### src/rtl/core/gbs_pkg.sv
// Shared constants and types of the greedy box suppression block.
`default_nettype none
package gbs_pkg;
	localparam int MAX_BOXES = 64;
	localparam int IDX_W = $clog2(MAX_BOXES);
	localparam int CNT_W = $clog2(MAX_BOXES + 1);
	localparam int MUL_W = 17;
	localparam int PROD_W = 2 * MUL_W;
	localparam int BOX_W = 90;
	localparam int TDATA_W = 96;

	localparam logic CFG_IOU_LIMIT = 1'b0;
	localparam logic CFG_KEEP_LIMIT = 1'b1;

	localparam logic [15:0] IOU_LIMIT_RESET = 16'd29491;
	localparam logic [6:0] KEEP_LIMIT_RESET = 7'd64;

	typedef struct packed {
		logic [9:0] cls;
		logic [15:0] score;
		logic [15:0] bottom;
		logic [15:0] right;
		logic [15:0] top;
		logic [15:0] left;
	} box_t;

	typedef struct packed {
		logic start;
		box_t a;
		box_t b;
	} iou_req_t;

	typedef struct packed {
		logic done;
		logic hit;
	} iou_rsp_t;
endpackage
`default_nettype wire

### src/rtl/core/gbs_mul.sv
// Shared unsigned multiplier with a registered product.
`default_nettype none
module gbs_mul (
	input wire logic clk,
	input wire logic [gbs_pkg::MUL_W-1:0] op_a,
	input wire logic [gbs_pkg::MUL_W-1:0] op_b,
	output logic [gbs_pkg::PROD_W-1:0] prod_q
);
	import gbs_pkg::*;

	always_ff @(posedge clk) begin
		prod_q <= PROD_W'(op_a) * PROD_W'(op_b);
	end
endmodule
`default_nettype wire

### src/rtl/core/gbs_iou.sv
// Overlap test of two boxes, sequenced over one shared multiplier.
`default_nettype none
module gbs_iou (
	input wire logic clk,
	input wire logic arst_n,
	input wire logic [15:0] iou_limit,
	input wire gbs_pkg::iou_req_t req,
	output gbs_pkg::iou_rsp_t rsp_q
);
	import gbs_pkg::*;

	localparam logic [3:0] U_IDLE = 4'd0;
	localparam logic [3:0] U_CHK = 4'd1;
	localparam logic [3:0] U_AA = 4'd2;
	localparam logic [3:0] U_AB = 4'd3;
	localparam logic [3:0] U_UNI = 4'd4;
	localparam logic [3:0] U_DEC = 4'd5;
	localparam logic [3:0] U_PL = 4'd6;
	localparam logic [3:0] U_PH = 4'd7;
	localparam logic [3:0] U_CMP = 4'd8;

	logic [3:0] state_q;
	box_t a_q;
	box_t b_q;
	logic [PROD_W-1:0] inter_q;
	logic [PROD_W-1:0] aa_q;
	logic signed [PROD_W:0] uni_q;
	logic [PROD_W-1:0] plo_q;
	logic [PROD_W-1:0] phi_q;
	logic [MUL_W-1:0] op_a;
	logic [MUL_W-1:0] op_b;
	logic [PROD_W-1:0] prod;
	logic [15:0] l, t, r, btm, wa, ha, wb, hb;
	logic signed [17:0] iw;
	logic signed [17:0] ih;
	logic [50:0] lhs;
	logic [50:0] rhs;

	gbs_mul u_mul (
		.clk(clk),
		.op_a(op_a),
		.op_b(op_b),
		.prod_q(prod)
	);

	always_comb begin
		l = (a_q.left > b_q.left) ? a_q.left : b_q.left;
		t = (a_q.top > b_q.top) ? a_q.top : b_q.top;
		r = (a_q.right < b_q.right) ? a_q.right : b_q.right;
		btm = (a_q.bottom < b_q.bottom) ? a_q.bottom : b_q.bottom;
		iw = $signed({2'b00, r}) - $signed({2'b00, l}) + 18'sd16;
		ih = $signed({2'b00, btm}) - $signed({2'b00, t}) + 18'sd16;
		wa = (a_q.right > a_q.left) ? 16'(a_q.right - a_q.left) : 16'd0;
		ha = (a_q.bottom > a_q.top) ? 16'(a_q.bottom - a_q.top) : 16'd0;
		wb = (b_q.right > b_q.left) ? 16'(b_q.right - b_q.left) : 16'd0;
		hb = (b_q.bottom > b_q.top) ? 16'(b_q.bottom - b_q.top) : 16'd0;
		lhs = {2'b00, inter_q[32:0], 16'd0};
		rhs = {phi_q[33:0], 17'd0} + {17'd0, plo_q};
	end

	always_comb begin
		op_a = '0;
		op_b = '0;
		case (state_q)
			U_CHK: begin
				op_a = iw[MUL_W-1:0];
				op_b = ih[MUL_W-1:0];
			end
			U_AA: begin
				op_a = {1'b0, wa};
				op_b = {1'b0, ha};
			end
			U_AB: begin
				op_a = {1'b0, wb};
				op_b = {1'b0, hb};
			end
			U_DEC: begin
				op_a = {1'b0, iou_limit};
				op_b = uni_q[MUL_W-1:0];
			end
			U_PL: begin
				op_a = {1'b0, iou_limit};
				op_b = uni_q[2*MUL_W-1:MUL_W];
			end
			default: begin
				op_a = '0;
				op_b = '0;
			end
		endcase
	end

	always_ff @(posedge clk) begin
		if (state_q == U_IDLE && req.start) begin
			a_q <= req.a;
			b_q <= req.b;
		end
		if (state_q == U_AA) begin
			inter_q <= prod;
		end
		if (state_q == U_AB) begin
			aa_q <= prod;
		end
		if (state_q == U_UNI) begin
			uni_q <= $signed({1'b0, aa_q}) + $signed({1'b0, prod}) - $signed({1'b0, inter_q});
		end
		if (state_q == U_PL) begin
			plo_q <= prod;
		end
		if (state_q == U_PH) begin
			phi_q <= prod;
		end
	end

	always_ff @(posedge clk or negedge arst_n) begin
		if (!arst_n) begin
			state_q <= U_IDLE;
			rsp_q <= '0;
		end else begin
			case (state_q)
				U_IDLE: begin
					rsp_q.done <= 1'b0;
					if (req.start) begin
						state_q <= U_CHK;
					end
				end
				U_CHK: begin
					if (iw <= 18'sd0 || ih <= 18'sd0) begin
						rsp_q.done <= 1'b1;
						rsp_q.hit <= 1'b0;
						state_q <= U_IDLE;
					end else begin
						rsp_q.done <= 1'b0;
						state_q <= U_AA;
					end
				end
				U_AA: begin
					rsp_q.done <= 1'b0;
					state_q <= U_AB;
				end
				U_AB: begin
					rsp_q.done <= 1'b0;
					state_q <= U_UNI;
				end
				U_UNI: begin
					rsp_q.done <= 1'b0;
					state_q <= U_DEC;
				end
				U_DEC: begin
					if (uni_q == '0) begin
						rsp_q.done <= 1'b1;
						rsp_q.hit <= 1'b1;
						state_q <= U_IDLE;
					end else if (uni_q < 0) begin
						rsp_q.done <= 1'b1;
						rsp_q.hit <= 1'b0;
						state_q <= U_IDLE;
					end else begin
						rsp_q.done <= 1'b0;
						state_q <= U_PL;
					end
				end
				U_PL: begin
					rsp_q.done <= 1'b0;
					state_q <= U_PH;
				end
				U_PH: begin
					rsp_q.done <= 1'b0;
					state_q <= U_CMP;
				end
				U_CMP: begin
					rsp_q.done <= 1'b1;
					rsp_q.hit <= (lhs > rhs);
					state_q <= U_IDLE;
				end
				default: begin
					rsp_q.done <= 1'b0;
					state_q <= U_IDLE;
				end
			endcase
		end
	end
endmodule
`default_nettype wire

### config.mk
export PLATFORM = sky130hd
export DESIGN_NAME = gbs_iou
export DESIGN_NICKNAME = d
export VERILOG_FILES = /design/src/rtl/core/gbs_pkg.sv /design/src/rtl/core/gbs_mul.sv /design/src/rtl/core/gbs_iou.sv
export SDC_FILE = /design/constraint.sdc
export NUM_CORES = 2
export LEC_CHECK = 0
export ABC_AREA = 1
export BUFFER_PORTS_ARGS = -buffer_cell sky130_fd_sc_hd__buf_2
export CORE_MARGIN = 4
export CORE_UTILIZATION = 50
export CTS_BUF_LIST = sky130_fd_sc_hd__clkbuf_4 sky130_fd_sc_hd__clkbuf_8
export DETAILED_ROUTE_END_ITERATION = 8
export GPL_ROUTABILITY_DRIVEN = 0
export GPL_TIMING_DRIVEN = 0
export HOLD_SLACK_MARGIN = 0.08
export PLACE_DENSITY_LB_ADDON = 0.25
export SYNTH_ARGS = -nofsm -noshare
export SYNTH_HDL_FRONTEND = slang
export SYNTH_SLANG_ARGS = --single-unit
### constraint.sdc
create_clock -name clk -period 9.6 [get_ports clk]
set_clock_uncertainty 0.05 [all_clocks]
set_input_delay 1.92 -clock clk [delete_from_list [all_inputs] [get_ports clk]]
set_output_delay 1.92 -clock clk [all_outputs]
set_load 0.005 [all_outputs]
# [Yosys cells after proc, flatten, opt, wreduce, memory -nomap -nowiden]
# Cells that the tools add are included.
[op_classes] n_shift=0 div=0 reduce_logical=7 n_addsub=11 n_eq_ne=11 bitwise_logic=0 mul=1 magnitude_cmp=12 mux=22
[ops] cell="$mux W16" n=8
[ops] cell="$gt A16 B16 Y1" n=6
[ops] cell="$pmux W17 S5" n=1
[ops] cell="$pmux W17 S4" n=1
[ops] cell="$sub A16 B16 Y16" n=4
[ops] cell="$add A51 B34 Y51" n=1
[ops] cell="$gt A49 B51 Y1" n=1
[ops] cell="$add A17 B6 Y18 const B" n=2
[ops] cell="$le A18 B1 Y1 const B" n=2
[ops] cell="$add A34 B34 Y35" n=1
[ops] cell="$logic_not A35 Y1" n=1
[ops] cell="$lt A35 B1 Y1 const B" n=1
[ops] cell="$sub A35 B35 Y35" n=1
[ops] cell="$mul A17 B17 Y34" n=1
[ops] cell="$sub A16 B16 Y17" n=2
[ops] cell="$lt A16 B16 Y1" n=2
[ops] cell="$pmux W4 S8" n=1
[ops] cell="$eq A4 B3 Y1 const B" n=4
[ops] cell="$eq A4 B2 Y1 const B" n=2
[ops] cell="$mux W4" n=2
[ops] cell="$pmux W1 S3" n=2
[ops] cell="$eq A4 B1 Y1 const B" n=1
[ops] cell="$eq A4 B4 Y1 const B" n=1
[ops] cell="$logic_not A4 Y1" n=1
[ops] cell="10 further kinds" n=15
[totals] out_inout_bits=2 reg_bits=339 wordCells=81 mem_bits_ro=0 in_bits=199 n_memories=0 latch_bits=0 ram_bits=0

# [Depth between registers and ports, before layout]
[logic_depth] word_depth=8 depth_mapped=55 depth_no_buf=52

# [By module]
# Synthesis repeated with hierarchy kept, for this count alone.
[unflattened] cells_unflattened=4254 area_unflattened_um2=34237.8
[modules_own_cells] module="gbs_iou" area_per_inst_um2=23017.1 n_inst=1 seq_area_each_um2=9128.8 cells_per_inst=2710
[modules_own_cells] module="gbs_mul" area_per_inst_um2=11220.8 n_inst=1 seq_area_each_um2=680.7 cells_per_inst=1544

# [Worst setup path after synthesis]
# OpenSTA, ideal clock, no wires.
[synth_timing] path_kind="reg-to-reg" start="register b_q[33] (netlist bit)" end="register u_mul.prod_q[31] (netlist bit)" arrival_time_ns=8.807 path_buffers=2 required_time_ns=9.478 period_less_slack_ns=8.928 stages_incl_launch_ff=47 setup_slack_ns=0.672 path_cell_list="edfxtp_1 inv_1 ha_1 o21ai_0 nand2_1 a21o_1 a21oi_1 o21ai_1 a21oi_1 o311ai_1 clkbuf_1 o21ai_0 ha_1 fa_1 inv_1 nand3_1 nand2_1 nand2_1 [11 not listed] nand2_2 fa_1 inv_1 fa_1 fa_1 fa_1 fa_1 inv_1 fa_1 inv_1 ha_1 nand2_1 nor2_1 inv_1 o311ai_0 nand2_1 nand2_1 xor2_1"
[synth_between] elab_chain_cells=6 elab_cells_between_ends=9 classes_between="3 x add/sub; 1 x mul; 2 x order compare; 3 x mux"
[synth_lines] item="from (decl)" line_no="gbs_iou.sv:24" text="box_t b_q;"
[synth_lines] item="from (signal assigned)" line_no="gbs_iou.sv:95" text="b_q <= req.b;"
[synth_lines] item="$lt A16 B16 Y1" line_no="gbs_iou.sv:49" text="r = (a_q.right < b_q.right) ? a_q.right : b_q.right;"
[synth_lines] item="$mux W16" line_no="gbs_iou.sv:49"
[synth_lines] item="$sub A16 B16 Y17" line_no="gbs_iou.sv:51" text="iw = $signed({2'b00, r}) - $signed({2'b00, l}) + 18'sd16;"
[synth_lines] item="$add A17 B6 Y18" line_no="gbs_iou.sv:51"
[synth_lines] item="$pmux W17 S4 (*)" line_no="gbs_iou.sv:64" text="case (state_q)"
[synth_lines] item="$mul A17 B17 Y34 (*)" line_no="gbs_mul.sv:12" text="prod_q <= PROD_W'(op_a) * PROD_W'(op_b);"
[synth_lines] item="to (signal assigned)" line_no="gbs_mul.sv:12"
[synth_lines] item="to (decl)" line_no="gbs_mul.sv:7" text="output logic [gbs_pkg::PROD_W-1:0] prod_q"
# Mark *: on every way between the ends. The rest lies on a longest branch, timed or not.
# A chain may end at the register's enable or synchronous reset.

# [Worst setup path after layout]
[layout_timing] start="register a_q[33] (netlist bit)" end="register u_mul.prod_q[32] (netlist bit)"
[layout_between] elab_chain_cells=6 elab_cells_between_ends=9 classes_between="3 x add/sub; 1 x mul; 2 x order compare; 3 x mux"
[layout_lines] item="from (decl)" line_no="gbs_iou.sv:23" text="box_t a_q;"
[layout_lines] item="from (signal assigned)" line_no="gbs_iou.sv:94" text="a_q <= req.a;"
[layout_lines] item="$lt A16 B16 Y1" line_no="gbs_iou.sv:49"
[layout_lines] item="$mux W16" line_no="gbs_iou.sv:49"
[layout_lines] item="$sub A16 B16 Y17" line_no="gbs_iou.sv:51"
[layout_lines] item="$add A17 B6 Y18" line_no="gbs_iou.sv:51"
[layout_lines] item="$pmux W17 S4 (*)" line_no="gbs_iou.sv:64"
[layout_lines] item="$mul A17 B17 Y34 (*)" line_no="gbs_mul.sv:12"
# Marked as above.

==> out/results.tsv <==
stage	metric	value	unit
synth	syn nets	4790	
die	die height	268.2	um
synth	Synth area leader	edfxtp_1	
route	DR vias	27748	
sta	highest clock rate	106.4	MHz
setup_path	Top delay family on crit path	adder cells	
clocking	Worst-path clk slew	70	ps
sta	Slew @ Worst Pin	973.9	ps
setup_path	Crit Path Class	flip-flop to flip-flop	
synth	synthesized flop and latch total	339	
synth	asr flop ratio synth	1.770	%
route	final wirelength	93890	um
sta	Slew Limit Fails	0	
global_routing	grt total ovfl	0	
synth	Synth Flop Type	edfxtp_1	
synth	Post-Syn Instances	3971	
finish	share of cells above drive strength 1	17.30	%
placement	Port-buffer cells	148	
hold_path	HP Class	flip-flop to flip-flop	
route	number of remaining DRC errors	0	
setup_path	CP Buf/Inv Count	9	
route	Final ANT Viol Nets	0	
sta	Setup violations, final	0	
global_routing	antenna violations before repair	1	
die	die area	71950	sq um
die	Starting Density	50.42	%
setup_path	worst-path maximum fanout	7	
setup_path	CP required	10110	ps
setup_path	startpoint types	flip-flop	
finish	final core occ	58.10	%
placement	HPWL after DPL	74550	um
clocking	CTS Buf Count	56	
clocking	clk sinks	339	
synth	Avg Cell Area, Syn	8.527	sq um
sta	WHS	434.3	ps
global_routing	largest net degree at the start of global routing	44	
setup_path	Critical Path AT	9910	ps
route	Vias/cell	5.326	
die	core area	67160	sq um
sta	Final Hold Viols	0	
clocking	Max Root-Sink Buffers	3	
sta	minimum clock period after layout	9400	ps
setup_path	CP max-delay cell	fa_2	
synth	Synth warnings	0	
finish	Nets	5115	
clocking	cts hold-fix bufs	0	
global_routing	first-pass GRT wire length	145300	um
synth	EDFF count, synth	299	
sta	worst relative slew slack	34.72	%
synth	list of most frequent post-synthesis cells	871 x nand2_1, 843 x inv_1, 355 x ha_1, 299 x edfxtp_1, 265 x fa_1	
route	DR pass1 iterations	5	
synth	most common cell in the netlist	nand2_1	
global_routing	vias in the first global route	27369	
setup_path	Critical Path End Type	flip-flop	
clocking	H-Tree Depth	2	
job	MaxCap Viol Count	0	
finish	area growth from synthesis to layout	15.24	%
route	1st-iter DRT viols	2353	
route	WL per Instance	18.02	um
clocking	CTS tree	done	
setup_path	Slowest Stage Delay on Critical Path	580	ps
die	FP Rows	95	
synth	post-synthesis sequential area ratio	28.97	%
synth	Synth area leaders	edfxtp_1 27%, fa_1 16%, ha_1 13%, nand2_1 9.7%, inv_1 9.3%	
global_routing	total track usage	25.87	%
clocking	Skew-Pair Late Insertion Delay	690	ps
placement	pre-CTS setup slack	-1510	ps
setup_path	critical path's most frequent cell	nand2_2	
sta	PnR worst setup slack	200.3	ps
die	die width	268.2	um
clocking	clock root cell	clkbuf_8	
sta	crit share post-route	97.91	%
synth	unique cell type count in the Yosys netlist	80	
run_status	status	finished clean	
synth	Mapped Area	33860	sq um
sta	setup TNS	0	ps
die	Top Ports	201	
synth	Synth top area share	26.52	%
-- per-layer routing --
layer	vias to the layer above	global-route usage, %	part of all wire (%)
met1	13101	34.29	42
met4	0	9.359	3.9
met2	1038	42.12	46
li1	13391	-	-
met3	218	5.567	8.6
met5	-	0	0
-- timing repair --
item / 4_1_cts / 5_1_grt
setup endpoints to repair: 23 / 20
gates cloned: 0 / 1
setup buffers: 36 / 73
gates resized for setup: 93 / 240
pin swaps: 22 / 125
-- logic make-up (layout without fill, tap and decap cells) --
group	Yosys count	in the layout	synth area share [%]
AND/OR/NAND/NOR	1444	1444	18.78
flip-flops	339	339	28.97
buffers and inverters	919	1284	10.81
adder cells (fa/ha/maj)	620	620	28.79
XOR/XNOR	136	136	3.540
AO/OA/AOI/OAI	513	513	9.116
other	0	1	0
-- worst register-to-register path, delay by kind of cell (launching register included) --
kind	cells	cell delay, ps
XOR/XNOR	1	120
flip-flops	1	400
buffers and inverters	9	1080
adder cells (fa/ha/maj)	10	4050
AO/OA/AOI/OAI	12	2110
AND/OR/NAND/NOR	17	1470
-- cell type report --
class | count | area [sq um]
Antenna cell | 1 | 2.502
Clock inverter | 28 | 217.7
Buffer | 50 | 535.5
Clock buffer | 70 | 888.4
Sequential cell | 339 | 9809
Fill cell | 5898 | 28140
Timing Repair Buffer | 268 | 1797
Inverter | 868 | 3278
Tap cell | 873 | 1092
Multi-Input combinational cell | 2713 | 21400
-- layout by cell type, fill, tap and decap left out, types with 14 or more instances in the layout --
master,n
nand2_2,75
nor2_4,17
dfxtp_1,34
clkbuf_4,14
ha_4,17
o21ai_0,117
ha_1,329
clkinv_1,17
inv_1,828
nor3_1,36
fa_1,253
nand2_1,834
a21oi_2,31
inv_2,34
buf_2,153
nand2_4,15
o21ai_1,33
buf_4,107
a21o_1,15
clkbuf_8,61
o21ai_2,18
xnor2_1,63
buf_6,32
nand4_1,46
edfxtp_1,299
nor2_2,31
a21oi_1,184
nor2_1,180
nand3_2,18
nand3_1,123
xor2_1,72
-- metrics by stage --
step           cells  area (sq um)
3_5_place_dp    5003         35890
3_3_place_gp    4992         35690
5_1_grt         5210         39020
4_1_cts         5137         37570
6_report        5210         39020
2_1_floorplan   3971         33860
-- path summary, 6_finish.rpt --
check / startpoint / cells past startpoint / slack [ps] / to
max: a_q[33]$_DFFE_PP_ / 49 / 200 / u_mul.prod_q[32]$_DFF_P_
min: u_mul.prod_q[0]$_DFF_P_ / 0 / 430 / inter_q[0]$_DFFE_PP_
max reg2reg: a_q[33]$_DFFE_PP_ / 49 / 200 / u_mul.prod_q[32]$_DFF_P_
min reg2reg: u_mul.prod_q[0]$_DFF_P_ / 0 / 430 / inter_q[0]$_DFFE_PP_
max in group asynchronous: arst_n / 1 / 8350 / state_q[1]$_DFFE_PN0P_
min in group asynchronous: arst_n / 1 / 1010 / rsp_q[0]$_DFFE_PN0P_
-- registers in the layout, indices dropped and copies added, names as in the netlist --
signal	cells
u_mul.prod_q	34
uni_q	35
b_q	64
inter_q	34
rsp_q	2
a_q	64
plo_q	34
aa_q	34
phi_q	34
state_q	4
Power is left out: the tool's default activity adds up to more than one toggle a clock period on the data nets, which glitch-free logic cannot reach.
